==> config.mk <==
export PLATFORM = sky130hd
export DESIGN_NAME = free_extent_coalescing_table
export DESIGN_NICKNAME = d
export VERILOG_FILES = /design/src/design/fect_pkg.sv /design/src/design/fect_ram.sv /design/src/design/free_extent_coalescing_table.sv
export SDC_FILE = /design/constraint.sdc
export NUM_CORES = 1
export LEC_CHECK = 0
export BUFFER_PORTS_ARGS = -buffer_cell sky130_fd_sc_hd__buf_2
export CELL_PAD_IN_SITES_DETAIL_PLACEMENT = 1
export CELL_PAD_IN_SITES_GLOBAL_PLACEMENT = 2
export CORE_UTILIZATION = 47
export DETAILED_ROUTE_END_ITERATION = 6
export PLACE_DENSITY_LB_ADDON = 0.1
export RECOVER_POWER = 100
export SLEW_MARGIN = 5
export SYNTH_ARGS = -nofsm -noshare
export SYNTH_HDL_FRONTEND = slang
export SYNTH_SLANG_ARGS = --single-unit
==> constraint.sdc <==
create_clock -name clk -period 8.64 [get_ports clk]
set_clock_uncertainty 0.15 [all_clocks]
set_input_delay 1.296 -clock clk [delete_from_list [all_inputs] [get_ports clk]]
set_output_delay 1.296 -clock clk [all_outputs]
set_load 0.02 [all_outputs]
==> src/design/fect_pkg.sv <==
// ----------------------------------------------------------------------------
// fect_pkg
// Shared types and constants for the free extent coalescing table.
// ----------------------------------------------------------------------------
package fect_pkg;

	localparam int TABLE_DEPTH = 16;
	localparam int ADDR_BITS   = 16;
	localparam int SIZE_W      = ADDR_BITS + 1;
	localparam int IDX_W       = $clog2(TABLE_DEPTH);
	localparam int CNT_W       = $clog2(TABLE_DEPTH + 1);

	localparam logic [SIZE_W-1:0] SPACE_END = SIZE_W'(1) << ADDR_BITS;

	typedef enum logic [2:0] {
		ST_INSERTED   = 3'd0,
		ST_JOIN_LOWER = 3'd1,
		ST_JOIN_UPPER = 3'd2,
		ST_JOIN_BOTH  = 3'd3,
		ST_REJECTED   = 3'd4,
		ST_FULL       = 3'd5,
		ST_LIST_ENTRY = 3'd6,
		ST_LIST_EMPTY = 3'd7
	} status_t;

	localparam logic FUNC_RELEASE = 1'b0;
	localparam logic FUNC_LIST    = 1'b1;

	typedef struct packed {
		logic                 func;
		logic [ADDR_BITS-1:0] block_start;
		logic [ADDR_BITS-1:0] block_size;
	} in_item_t;

	typedef struct packed {
		status_t              status;
		logic [ADDR_BITS-1:0] block_start_res;
		logic [SIZE_W-1:0]    block_size_res;
		logic                 last;
	} out_item_t;

	typedef struct packed {
		logic [ADDR_BITS-1:0] start;
		logic [SIZE_W-1:0]    size;
	} entry_t;

endpackage

==> src/design/fect_ram.sv <==
// ----------------------------------------------------------------------------
// fect_ram
// Generic single-write, single-read RAM with a registered read port.
// ----------------------------------------------------------------------------
module fect_ram #(
	parameter int WIDTH = 8,
	parameter int DEPTH = 16
) (
	input  logic                     clk,
	input  logic                     we,
	input  logic [$clog2(DEPTH)-1:0] waddr,
	input  logic [WIDTH-1:0]         wdata,
	input  logic [$clog2(DEPTH)-1:0] raddr,
	output logic [WIDTH-1:0]         rdata
);

	logic [WIDTH-1:0] mem [DEPTH];
	logic [WIDTH-1:0] rdata_q;

	always_ff @(posedge clk) begin
		if (we) begin
			mem[waddr] <= wdata;
		end
		rdata_q <= mem[raddr];
	end

	assign rdata = rdata_q;

endmodule

==> src/design/free_extent_coalescing_table.sv <==
// ----------------------------------------------------------------------------
// free_extent_coalescing_table
// Address-sorted table of free extents that merges released blocks with
// their neighbors and lists the table on request.
// ----------------------------------------------------------------------------
//   Channel   Signals                          Beat
//   in        in_valid, in_ready, in_data      one release or list request
//   out       out_valid, out_ready, out_data   one status or listed extent
//
// A release is accepted, each stored extent is scanned by a read and a check
// state, and a decide state follows. Entries are moved by a read and a write
// state each when an extent is inserted or two extents are joined; then an
// inserted extent is written and the status beat is loaded. A rejected release
// skips the decision. A list request is accepted, then each extent is read and
// sent, or a status beat goes out on an empty table; the RAM has one read port.
// Reset empties the table at once. A stalled output holds the sequencer.
// ----------------------------------------------------------------------------
module free_extent_coalescing_table (
	input  logic                clk,
	input  logic                arst_n,
	input  logic                in_valid,
	output logic                in_ready,
	input  fect_pkg::in_item_t  in_data,
	output logic                out_valid,
	input  logic                out_ready,
	output fect_pkg::out_item_t out_data
);
	import fect_pkg::*;

	typedef enum logic [3:0] {
		S_IDLE,
		S_SCAN_RD,
		S_SCAN_CHK,
		S_DECIDE,
		S_SHD_RD,
		S_SHD_WR,
		S_SHU_RD,
		S_SHU_WR,
		S_PLACE,
		S_LS_RD,
		S_LS_OUT,
		S_DONE
	} state_t;

	state_t               state_q;
	logic [CNT_W-1:0]     cnt_q;
	logic [CNT_W-1:0]     idx_q;
	logic [CNT_W-1:0]     pos_q;
	logic [ADDR_BITS-1:0] s_q;
	logic [ADDR_BITS-1:0] z_q;
	logic [SIZE_W-1:0]    e_q;
	logic [ADDR_BITS-1:0] lo_start_q;
	logic [SIZE_W-1:0]    lo_size_q;
	logic [SIZE_W-1:0]    lo_end_q;
	logic                 hi_found_q;
	logic [ADDR_BITS-1:0] hi_start_q;
	logic [SIZE_W-1:0]    hi_size_q;
	out_item_t            res_q;
	out_item_t            out_q;
	logic                 out_valid_q;

	logic                 ram_we;
	logic [IDX_W-1:0]     ram_waddr;
	entry_t               ram_wdata;
	logic [IDX_W-1:0]     ram_raddr;
	entry_t               ram_rdata;

	logic [SIZE_W-1:0]    in_end;
	logic [SIZE_W-1:0]    rd_end;
	logic                 rd_overlap;
	logic                 join_lo;
	logic                 join_hi;
	logic [SIZE_W-1:0]    z_ext;
	logic [SIZE_W-1:0]    both_size;
	logic                 out_free;
	logic                 out_load;
	logic [CNT_W-1:0]     idx_inc;
	logic [CNT_W-1:0]     idx_dec;
	logic [CNT_W-1:0]     pos_dec;

	fect_ram #(
		.WIDTH($bits(entry_t)),
		.DEPTH(TABLE_DEPTH)
	) u_ram (
		.clk  (clk),
		.we   (ram_we),
		.waddr(ram_waddr),
		.wdata(ram_wdata),
		.raddr(ram_raddr),
		.rdata(ram_rdata)
	);

	assign in_end     = {1'b0, in_data.block_start} + {1'b0, in_data.block_size};
	assign rd_end     = {1'b0, ram_rdata.start} + ram_rdata.size;
	assign rd_overlap = ({1'b0, s_q} < rd_end) && ({1'b0, ram_rdata.start} < e_q);
	assign join_lo    = (pos_q != '0) && (lo_end_q == {1'b0, s_q});
	assign join_hi    = hi_found_q && ({1'b0, hi_start_q} == e_q);
	assign z_ext      = {1'b0, z_q};
	assign both_size  = lo_size_q + z_ext + hi_size_q;
	assign out_free   = !out_valid_q || out_ready;
	assign out_load   = ((state_q == S_DONE) && out_free) || (state_q == S_LS_OUT);
	assign idx_inc    = idx_q + CNT_W'(1);
	assign idx_dec    = idx_q - CNT_W'(1);
	assign pos_dec    = pos_q - CNT_W'(1);

	assign in_ready  = (state_q == S_IDLE);
	assign out_valid = out_valid_q;
	assign out_data  = out_q;

	always_comb begin
		ram_we    = 1'b0;
		ram_waddr = idx_q[IDX_W-1:0];
		ram_wdata = ram_rdata;
		ram_raddr = idx_q[IDX_W-1:0];
		unique case (state_q)
			S_SHU_RD: begin
				ram_raddr = idx_dec[IDX_W-1:0];
			end
			S_SHU_WR: begin
				ram_we = 1'b1;
			end
			S_SHD_WR: begin
				ram_we    = 1'b1;
				ram_waddr = idx_dec[IDX_W-1:0];
			end
			S_PLACE: begin
				ram_we    = 1'b1;
				ram_waddr = pos_q[IDX_W-1:0];
				ram_wdata = '{start: s_q, size: z_ext};
			end
			S_DECIDE: begin
				if (join_lo && join_hi) begin
					ram_we    = 1'b1;
					ram_waddr = pos_dec[IDX_W-1:0];
					ram_wdata = '{start: lo_start_q, size: both_size};
				end else if (join_lo) begin
					ram_we    = 1'b1;
					ram_waddr = pos_dec[IDX_W-1:0];
					ram_wdata = '{start: lo_start_q, size: lo_size_q + z_ext};
				end else if (join_hi) begin
					ram_we    = 1'b1;
					ram_waddr = pos_q[IDX_W-1:0];
					ram_wdata = '{start: s_q, size: hi_size_q + z_ext};
				end
			end
			default: begin
			end
		endcase
	end

	always_ff @(posedge clk or negedge arst_n) begin
		if (!arst_n) begin
			state_q     <= S_IDLE;
			cnt_q       <= '0;
			out_valid_q <= 1'b0;
		end else begin
			if (out_valid_q && out_ready && !out_load) begin
				out_valid_q <= 1'b0;
			end
			unique case (state_q)
				S_IDLE: begin
					if (in_valid) begin
						s_q        <= in_data.block_start;
						z_q        <= in_data.block_size;
						e_q        <= in_end;
						idx_q      <= '0;
						pos_q      <= '0;
						hi_found_q <= 1'b0;
						if (in_data.func == FUNC_LIST) begin
							if (cnt_q == '0) begin
								res_q   <= '{status: ST_LIST_EMPTY, block_start_res: '0,
								             block_size_res: '0, last: 1'b1};
								state_q <= S_DONE;
							end else begin
								state_q <= S_LS_RD;
							end
						end else if (in_data.block_size == '0 || in_end > SPACE_END) begin
							res_q   <= '{status: ST_REJECTED, block_start_res: '0,
							             block_size_res: '0, last: 1'b1};
							state_q <= S_DONE;
						end else if (cnt_q == '0) begin
							state_q <= S_DECIDE;
						end else begin
							state_q <= S_SCAN_RD;
						end
					end
				end
				S_SCAN_RD: begin
					state_q <= S_SCAN_CHK;
				end
				S_SCAN_CHK: begin
					if (rd_overlap) begin
						res_q   <= '{status: ST_REJECTED, block_start_res: '0,
						             block_size_res: '0, last: 1'b1};
						state_q <= S_DONE;
					end else begin
						if (ram_rdata.start < s_q) begin
							pos_q      <= idx_inc;
							lo_start_q <= ram_rdata.start;
							lo_size_q  <= ram_rdata.size;
							lo_end_q   <= rd_end;
						end else if (!hi_found_q) begin
							hi_found_q <= 1'b1;
							hi_start_q <= ram_rdata.start;
							hi_size_q  <= ram_rdata.size;
						end
						idx_q   <= idx_inc;
						state_q <= (idx_inc == cnt_q) ? S_DECIDE : S_SCAN_RD;
					end
				end
				S_DECIDE: begin
					if (join_lo && join_hi) begin
						res_q <= '{status: ST_JOIN_BOTH, block_start_res: lo_start_q,
						           block_size_res: both_size, last: 1'b1};
						if (pos_q + CNT_W'(1) < cnt_q) begin
							idx_q   <= pos_q + CNT_W'(1);
							state_q <= S_SHD_RD;
						end else begin
							cnt_q   <= cnt_q - CNT_W'(1);
							state_q <= S_DONE;
						end
					end else if (join_lo) begin
						res_q   <= '{status: ST_JOIN_LOWER, block_start_res: lo_start_q,
						             block_size_res: lo_size_q + z_ext, last: 1'b1};
						state_q <= S_DONE;
					end else if (join_hi) begin
						res_q   <= '{status: ST_JOIN_UPPER, block_start_res: s_q,
						             block_size_res: hi_size_q + z_ext, last: 1'b1};
						state_q <= S_DONE;
					end else if (cnt_q >= CNT_W'(TABLE_DEPTH)) begin
						res_q   <= '{status: ST_FULL, block_start_res: '0,
						             block_size_res: '0, last: 1'b1};
						state_q <= S_DONE;
					end else begin
						res_q <= '{status: ST_INSERTED, block_start_res: s_q,
						           block_size_res: z_ext, last: 1'b1};
						if (cnt_q > pos_q) begin
							idx_q   <= cnt_q;
							state_q <= S_SHU_RD;
						end else begin
							state_q <= S_PLACE;
						end
					end
				end
				S_SHD_RD: begin
					state_q <= S_SHD_WR;
				end
				S_SHD_WR: begin
					if (idx_inc == cnt_q) begin
						cnt_q   <= cnt_q - CNT_W'(1);
						state_q <= S_DONE;
					end else begin
						idx_q   <= idx_inc;
						state_q <= S_SHD_RD;
					end
				end
				S_SHU_RD: begin
					state_q <= S_SHU_WR;
				end
				S_SHU_WR: begin
					if (idx_dec == pos_q) begin
						state_q <= S_PLACE;
					end else begin
						idx_q   <= idx_dec;
						state_q <= S_SHU_RD;
					end
				end
				S_PLACE: begin
					cnt_q   <= cnt_q + CNT_W'(1);
					state_q <= S_DONE;
				end
				S_LS_RD: begin
					if (out_free) begin
						state_q <= S_LS_OUT;
					end
				end
				S_LS_OUT: begin
					out_q       <= '{status: ST_LIST_ENTRY, block_start_res: ram_rdata.start,
					                 block_size_res: ram_rdata.size,
					                 last: (idx_inc == cnt_q)};
					out_valid_q <= 1'b1;
					idx_q       <= idx_inc;
					state_q     <= (idx_inc == cnt_q) ? S_IDLE : S_LS_RD;
				end
				S_DONE: begin
					if (out_free) begin
						out_q       <= res_q;
						out_valid_q <= 1'b1;
						state_q     <= S_IDLE;
					end
				end
				default: begin
					state_q <= S_IDLE;
				end
			endcase
		end
	end

endmodule

Yosys cells after proc, flatten, opt, wreduce, memory -nomap -nowiden
Memories as Yosys holds them, arrays and structs flattened. A register that Yosys moved wholly into a read port is not among the register bits.
Index checks and enable logic that the tools add are counted.
{"block": "totals", "regBits": 227, "inputBits": 37, "mem_count": 1, "elab_cells": 181, "ram_bits": 528}
{"memory": "u_ram.mem", "depth": 16, "word_bits": 33, "rd": 1, "rd_ports_with_merged_regs": 1, "wr": 1, "line": "fect_ram.sv:17", "rtl": "logic [WIDTH-1:0] mem [DEPTH];"}
{"block": "classes", "n_bitwise": 3, "n_addsub": 11, "n_reduce_logical": 32, "n_eq_ne": 34, "magnitude_cmp": 7, "mux": 71}
{"cell": "37-bit two-way mux", "count": 10}
{"cell": "37-bit one-hot mux with 3 select lines", "count": 1}
{"cell": "33-bit two-way mux", "count": 3}
{"cell": "4-bit two-way mux", "count": 19}
{"cell": "5-bit two-way mux", "count": 15}
{"cell": "37-bit one-hot mux with 2 select lines", "count": 1}
{"cell": "33-bit one-hot mux with 2 select lines", "count": 1}
{"cell": "4-bit one-hot mux with 12 select lines", "count": 1}
{"cell": "17-bit by 16-bit adder with 17-bit output", "count": 2}
{"cell": "16-bit by 17-bit < comparator with 1-bit output", "count": 2}
{"cell": "5-bit one-hot mux with 6 select lines", "count": 1}
{"cell": "2-bit inequality test (second input constant)", "count": 12}
{"cell": "16-bit by 16-bit adder with 17-bit output", "count": 1}
{"cell": "16-bit by 17-bit adder with 17-bit output", "count": 1}
{"cell": "17-bit adder", "count": 1}
{"cell": "16-bit by 17-bit equality test with 1-bit output", "count": 1}
{"cell": "17-bit by 16-bit equality test with 1-bit output", "count": 1}
{"cell": "17-bit > comparator (second input constant)", "count": 1}
{"cell": "4-bit by 3-bit equality test with 1-bit output (second input constant)", "count": 4}
{"cell": "4-bit equality test (second input constant)", "count": 4}
{"cell": "16-bit logical NOT", "count": 1}
{"cell": "16-bit < comparator", "count": 1}
{"cell": "5-bit by 1-bit adder with 5-bit output (second input constant)", "count": 3}
{"cell": "3-bit inequality test (second input constant)", "count": 5}
{"cell": "32 further kinds", "count": 66}

Logic depth before layout (Yosys ltp)
Gate-level depths: netlist of the first run.
{"block": "logic_depth", "depth_word": 9, "depth_mapped": 21, "ltp_nobuf": 21}

Hierarchy
A second synthesis of the first run with hierarchy kept.
{"block": "unflattened", "hier_cells": 2427, "area_unflattened_um2": 36353.6}
{"mod": "fect_ram", "area_each_um2": 20629.8, "instances": 1, "cells_each": 864, "seq_area_each_um2": 16515.8}
{"mod": "free_extent_coalescing_table", "area_each_um2": 15723.8, "instances": 1, "cells_each": 1563, "seq_area_each_um2": 6736.5}

Worst setup path after synthesis of the first run
No wires, ideal clock.
{"block": "synth_timing", "kind": "flip-flop to flip-flop", "startpoint": "register u_ram.rdata_q[18] (netlist: u_ram.rdata[18]), read port of u_ram.mem", "endpoint": "register hi_size_q[0] (enable)", "slack_ns": 1.488, "path_stages_with_launch": 18, "period_less_slack_ns": 7.152, "setup_time_ns": 0.506, "arrival_time_ns": 6.496, "cell_sequence": "dfxtp_1 > ha_1 > a21o_1 > a21oi_1 > o21bai_1 > a31o_2 > a211o_1 > and3_1 > or2_2 > ha_1 > a21oi_1 > and2_1 > o211ai_1 > a2111o_1 > a31oi_1 > o21ai_0 > nand2_1 > nor4_1"}
{"block": "synth_via", "elab_chain_len": 5, "word_cells_on_any_way": 8}
{"item": "start, declared", "line": "fect_ram.sv:18", "rtl": "logic [WIDTH-1:0] rdata_q;"}
{"item": "16-bit by 17-bit adder with 17-bit output", "line": "free_extent_coalescing_table.sv:94", "rtl": "assign rd_end = {1'b0, ram_rdata.start} + ram_rdata.size;"}
{"item": "16-bit by 17-bit < comparator with 1-bit output", "line": "free_extent_coalescing_table.sv:95", "rtl": "assign rd_overlap = ({1'b0, s_q} < rd_end) && ({1'b0, ram_rdata.start} < e_q);"}
{"item": "1-bit logical AND", "line": "free_extent_coalescing_table.sv:95"}
{"item": "1-bit NOT (no line)"}
{"item": "5-bit AND reduction (no line) *"}
{"item": "end signal, assigned", "line": "free_extent_coalescing_table.sv:205", "rtl": "hi_size_q <= ram_rdata.size;"}
{"item": "end, declared", "line": "free_extent_coalescing_table.sv:57", "rtl": "logic [SIZE_W-1:0] hi_size_q;"}
Every way passes the cells marked *; elsewhere a longest branch is shown, timed or not.
A chain may end at the register's enable or synchronous reset.

Final worst setup path of the first run
{"block": "layout_timing", "startpoint": "register s_q[0]", "endpoint": "memory u_ram.mem[6][0] in the netlist's numbering (enable)"}
{"block": "layout_via", "elab_chain_len": 7, "word_cells_on_any_way": 11}
{"item": "start, declared", "line": "free_extent_coalescing_table.sv:49", "rtl": "logic [ADDR_BITS-1:0] s_q;"}
{"item": "start signal, assigned", "line": "free_extent_coalescing_table.sv:163", "rtl": "s_q <= in_data.block_start;"}
{"item": "17-bit by 16-bit equality test with 1-bit output *", "line": "free_extent_coalescing_table.sv:96", "rtl": "assign join_lo = (pos_q != '0) && (lo_end_q == {1'b0, s_q});"}
{"item": "1-bit logical AND *", "line": "free_extent_coalescing_table.sv:96"}
{"item": "1-bit two-way mux / 1-bit logical AND (equally long branches)", "line": "free_extent_coalescing_table.sv:136, free_extent_coalescing_table.sv:132"}
{"item": "1-bit two-way mux", "line": "free_extent_coalescing_table.sv:132", "rtl": "if (join_lo && join_hi) begin"}
{"item": "1-bit one-hot mux with 2 select lines", "line": "free_extent_coalescing_table.sv:115", "rtl": "unique case (state_q)"}
{"item": "1-bit two-way mux", "line": "fect_ram.sv:21", "rtl": "if (we) begin"}
{"item": "1-bit two-way mux (not written as such)", "line": "fect_ram.sv:22", "rtl": "mem[waddr] <= wdata;"}
{"item": "end, declared", "line": "fect_ram.sv:17"}
Marked as above.

==> out/metrics.cfg, run 1 <==
[global_routing]
grt_use_total=0.275
overflow=0
antenna_found_initial=1
grt_pass1_vias=22794
grt_max_degree=133
grt_pass1_wl_um=155000

[route]
drc_errors=0
drtAntennaViolNets=0
wirelength_um=106000
drtIter0Drc=1800
viasPerCell=6.11
first_pass_iters=5
vias=21779
wl_per_cell_um=29.6

[critical_path]
cp.arrival_ns=7.23
ff2ff_path_depth=12
rrSetupSlack_ns=1.45
required_ns=8.68
crit_chain=xor2_1 > nor4_1 > nand3_1 > or2_0 > nand2_1 > clkbuf_1 > o21ai_0 > a22oi_1 > o221a_2 > nand2_1 > nor2_4 > clkbuf_1
crit_cells=12
critPathCaptureType=flop
path_buf_inv=2
cp_top_family=buffers and inverters
path_max_fanout=33
worst_path_largest_cell_delay_ns=2.18
critPathKind=reg2reg
slowest_stage=clkbuf_1
setup.worst_path.start_class=flop

[floorplan]
fp.dieW_um=279
initial_core_util=0.476
io_pins=76
rows=101
dieArea_sq_um=78000
fp.dieH_um=279
core_sq_um=75900

[synthesis]
synth_cells=2332
avgSynthCellArea_sq_um=15.5
synth_edf_count=744
synth_nets=2518
synth_cell_types=84
syn_area_sq_um=36100
yosysWarnings=0
ys.flop_type=edfxtp_1
ys_seq_area_frac=0.644
synth-seq-cells=787
async_reset_ff_frac=0.0127

[placed_design]
post-place-ws_ns=2.74
placed_area_sq_um=38200
routabilityCongestion=0.906
dp_hpwl_um=69800
place.port_buffers=75

[final_layout]
layout_common_cells=744 x edfxtp_1, 165 x mux4_2, 143 x ha_1, 139 x a21oi_1, 121 x nand2_1
final_layout_size_suffix_gt1_frac=0.151
final_common_cell=edfxtp_1
stdcell_area_sq_um=41000
fillerInstances=7096
syn2layout_area_growth_pct=13.4
nets=2649

[sta]
fmax_ghz=0.139
max_slew_margin=-1.19
worst_pin_slew_ns=3.29
rsz0062_at_grt=false
drv_slew=632
final_hold_viol_count=0
min_period_ns=7.19
tns_ns=0
hold_ws_ns=0.353
setup_viol=0
fin_crit_sh=0.832
fin_ws_ns=1.45

[power]
p_leak_nw=14.0
peakVddDrop_uv=220
power_mw=15.3
pwr_density_cell_nw_per_um2=374

[cts]
cts_sinks=787
insertion_delay_ns=0.67
post_cts_resized=0
cts_setup_buffers=0
clk_pin_slew_ns=0.06
numCtsBuffers=86
cts_buffer_depth=3
postCtsHoldBufs=0
cts-root-buf=clkbuf_16
cts_tree=done
htreeDepth=3

[run]
drv_cap=22

[outcome]
failed_checks=max-capacitance violations, max-slew violations
status=finished, violations left

[min_path]
hold_path_depth=1
hold_path_class=reg2reg

## metrics by stage
stage | std cells | util
floorplan | 2332 | -
global placement | 3405 | 0.503
detailed placement | 3405 | 0.503
CTS | 3565 | 0.543
global route | 3565 | 0.539
finish | 3566 | 0.539
## layer usage
metal | up-vias | GRT usage | routed length, um
met4 | 0 | 0.0795 | 2800
met5 | - | 0 | 0
met3 | 161 | 0.0335 | 5350
met1 | 11437 | 0.388 | 46600
met2 | 664 | 0.448 | 50900
li1 | 9517 | - | -
## kinds of logic after synthesis
kind of cell	after synthesis	share of synthesized area
XOR/XNOR	120	0.0291
AND/OR/NAND/NOR	427	0.0567
buffers and inverters	182	0.0196
AO/OA/AOI/OAI	460	0.0825
adder cells (fa/ha/maj)	149	0.0528
flip-flops	787	0.644
multiplexers	207	0.116
## worst paths after layout
| path | start | endpoint |
|---|---|---|
| worst max-delay path | s_q[0] | u_ram.mem[6][0] |
| worst min-delay path | res_q[36] | out_data[36] |
| worst max register to register | s_q[0] | u_ram.mem[6][0] |
| worst min register to register | res_q[36] | out_data[36] |
| max in group asynchronous | arst_n | out_valid |
| min in group asynchronous | arst_n | cnt_q[0] |
## state kept, by name, summed over array words and instances, names as in the netlist, 17 cells and up
| signal | count |
|---|---|
| out_data | 37 |
| e_q | 17 |
| hi_size_q | 17 |
| lo_size_q | 17 |
| lo_end_q | 17 |
| u_ram.rdata | 33 |
| u_ram.mem | 528 |
| res_q | 36 |
## area by class of cell
| class | count | area, sq um | share of cell area |
|---|---|---|---|
| Timing Repair Buffer | 134 | 623 | 0.0152 |
| Multi-Input combinational cell | 1363 | 12400 | 0.302 |
| Inverter | 91 | 342 | 0.00834 |
| Sequential cell | 787 | 23300 | 0.568 |
| Clock buffer | 99 | 2250 | 0.0550 |
| Antenna cell | 1 | 2.50 | 0.0000611 |
| Clock inverter | 61 | 847 | 0.0207 |
| Tap cell | 1030 | 1290 | 0.0315 |
## where the power goes
| part | switching (mW) | total [mW] | internal [mW] | leakage (nW) |
|---|---|---|---|---|
| clock | 1.61 | 3.98 | 2.38 | 1.49 |
| combinational | 3.36 | 5.35 | 1.99 | 5.39 |
| sequential | 0.535 | 5.97 | 5.44 | 7.13 |
## Yosys cell counts (all sizes together), types with 33 or more instances
cell type / count / share of area
ha: 143 / 0.050
mux4: 165 / 0.10
xnor2: 51 / 0.012
a22oi: 39 / 0.0081
a21oi: 141 / 0.020
clkbuf: 69 / 0.0074
nand2: 121 / 0.013
a21o: 34 / 0.0071
o21ai: 96 / 0.013
nor2: 126 / 0.013
mux2: 36 / 0.011
xor2: 69 / 0.017
inv: 90 / 0.0094
dfxtp: 33 / 0.018
edfxtp: 744 / 0.62
No activity file was read; power rests on OpenSTA's default activity.
==> run 2, diff against run 1 <==
--- a/config.mk
+++ b/config.mk
@@ -8,7 +8,7 @@
 export BUFFER_PORTS_ARGS = -buffer_cell sky130_fd_sc_hd__buf_2
 export CELL_PAD_IN_SITES_DETAIL_PLACEMENT = 1
 export CELL_PAD_IN_SITES_GLOBAL_PLACEMENT = 2
-export CORE_UTILIZATION = 47
+export CORE_UTILIZATION = 43
 export DETAILED_ROUTE_END_ITERATION = 6
 export PLACE_DENSITY_LB_ADDON = 0.1
 export RECOVER_POWER = 100
==> constraint.sdc (replaced) <==
create_clock -name clk -period 6.4 [get_ports clk]
set_clock_uncertainty 0.15 [all_clocks]
set_input_delay 0.96 -clock clk [delete_from_list [all_inputs] [get_ports clk]]
set_output_delay 0.96 -clock clk [all_outputs]
set_load 0.02 [all_outputs]
==> run 2 against run 1 <==
Effect of this change: the flow still finishes with violations (max-capacitance violations, max-slew violations); non-clock buffer count up 3; worst hold slack worse by 0.053 ns; maximum frequency up 20%; power up 33%; clock-buffer cell count up 14; largest power group unchanged.
==> out/metrics.cfg, run 2 (synthesized netlist as in run 1, its figures left out) <==
[cts]
cts_buffer_depth=3  ; unchanged
htreeDepth=3  ; unchanged
post_cts_resized=0  ; unchanged
cts_tree=done
cts_sinks=787  ; unchanged
cts-root-buf=clkbuf_16
numCtsBuffers=86  ; unchanged
postCtsHoldBufs=0  ; unchanged
insertion_delay_ns=0.66  ; about the same
clk_pin_slew_ns=0.06  ; about the same
cts_setup_buffers=0  ; unchanged

[placed_design]
post-place-ws_ns=0.874  ; -1.86 ns
place.port_buffers=75  ; unchanged
placed_area_sq_um=38400  ; +0.74%
routabilityCongestion=0.882  ; -2.7%
dp_hpwl_um=70100  ; +0.42%

[global_routing]
antenna_found_initial=7  ; +6
grt_pass1_vias=22721  ; -0.32%
overflow=0  ; unchanged
grt_pass1_wl_um=160000  ; +3.4%
grt_max_degree=133  ; unchanged
grt_use_total=0.261  ; -0.0137

[route]
wl_per_cell_um=30.6  ; +3.2%
vias=21751  ; -0.13%
viasPerCell=6.03  ; -1.2%
wirelength_um=110000  ; +4.4%
drc_errors=0  ; unchanged
first_pass_iters=5  ; unchanged
drtAntennaViolNets=0  ; unchanged
drtIter0Drc=1869  ; +3.8%

[power]
p_clk_frac=0.246  ; -0.014
peakVddDrop_uv=301  ; +37%
combPwrFrac=0.362  ; +0.012
switching_share=0.364  ; +0.00439
power_mw=20.3  ; +33%
p_int_mw=12.9  ; +32%
switchingPower_mw=7.39  ; +34%
pwr-share-seq=0.392  ; +0.002
pwr_density_cell_nw_per_um2=497  ; +33%
p_leak_nw=14.0  ; -0.35%

[floorplan]
initial_core_util=0.437  ; -0.0385
fp.dieH_um=292  ; +4.5%
io_pins=76  ; unchanged
dieArea_sq_um=85200  ; +9.2%
fp.dieW_um=292  ; +4.5%
rows=105  ; +4.0%
core_sq_um=82600  ; +8.8%

[sta]
worst_pin_slew_ns=2.97  ; -0.322 ns
min_period_ns=6.02  ; -1.17 ns
final_hold_viol_count=0  ; unchanged
drv_slew=371  ; -41%
fin_ws_ns=0.384  ; -1.07 ns
tns_ns=0  ; unchanged
max_slew_margin=-0.979  ; +0.215
fin_crit_sh=0.940  ; +0.108
rsz0062_at_grt=false
fmax_ghz=0.166  ; +20%
setup_viol=0  ; unchanged

[outcome]
failed_checks=max-capacitance violations, max-slew violations
status=finished, violations left

[final_layout]
antenna_cells=0  ; -1
final_common_cell=edfxtp_1
layout_common_cells=744 x edfxtp_1, 165 x mux4_2, 143 x ha_1, 138 x a21oi_1, 121 x nand2_1
nets=2652  ; +0.11%
largest-register=u_ram.mem
largest_reg_flops=528  ; unchanged
syn2layout_area_growth_pct=13.3  ; about the same
fin_util=0.495  ; -0.0441
final_layout_size_suffix_gt1_frac=0.157  ; +0.00586
stdcell_area_sq_um=40900  ; about the same

[critical_path]
rrSetupSlack_ns=0.38  ; -1.07 ns
setup.worst_path.start_class=flop
critPathCaptureType=flop
required_ns=6.57  ; -2.11 ns
cp.arrival_ns=6.18  ; -1.05 ns
path_max_fanout=30  ; -9.1%
critPathKind=reg2reg

[run]
drv_cap=12  ; -45%

[min_path]
hold_path_class=in2async

[run 2: final cells by class]
type,count,area (sq um)
Clock inverter,45,534
Timing Repair Buffer,137,738
Sequential cell,787,23300
Clock buffer,113,2320
Inverter,91,342
Tap cell,1070,1340
Multi-Input combinational cell,1363,12400
Fill cell,7912,41700
[run 2: power groups by stage]
| stage | logic [mW] | clock network [mW] | registers [mW] |
|---|---|---|---|
| 2_1_floorplan | 5.12 | 0 | 7.78 |
| 3_3_place_gp | 7.26 | 0 | 8.01 |
| 3_5_place_dp | 7.48 | 0 | 8.04 |
| 4_1_cts | 7.52 | 5.10 | 7.94 |
| 5_1_grt | 8.02 | 5.27 | 8.01 |
| 6_report | 7.36 | 5.00 | 7.96 |
[run 2: critical path: stages (launching register included)]
cell      delay [ns]
edfxtp_1        0.62
inv_1           0.17
ha_1            0.17
nor4b_1         0.46
nor4_1          0.10
nand2_1         0.16
or2_0           1.55
o21ai_0         0.43
a221oi_1        0.44
nand2_1         0.28
nor2_1          0.74
buf_12          0.34
[run 2: through the flow]
step                hold WS, ns  cells
floorplan                 0.323   2332
global placement          0.344   3448
detailed placement        0.359   3448
CTS                      0.0663   3606
global route              0.333   3606
finish                    0.299   3606
[run 2: worst paths after layout]
path,from,to,cells past startpoint
worst max register to register,pos_q[0],u_ram.mem[13][10],11
min in group clk,in_data[24],s_q[8],1
worst max-delay path,pos_q[0],u_ram.mem[13][10],11
worst min register to register,res_q[36],out_data[36],1
worst min-delay path,arst_n,state_q[2],1
max in group asynchronous,arst_n,cnt_q[2],1
[run 2: routing by layer]
metal	vias up	share of wire	global-route usage
li1	9500	-	-
met1	11419	0.43	0.359
met2	665	0.48	0.430
met3	167	0.051	0.0338
met4	0	0.032	0.0875
met5	-	0	0
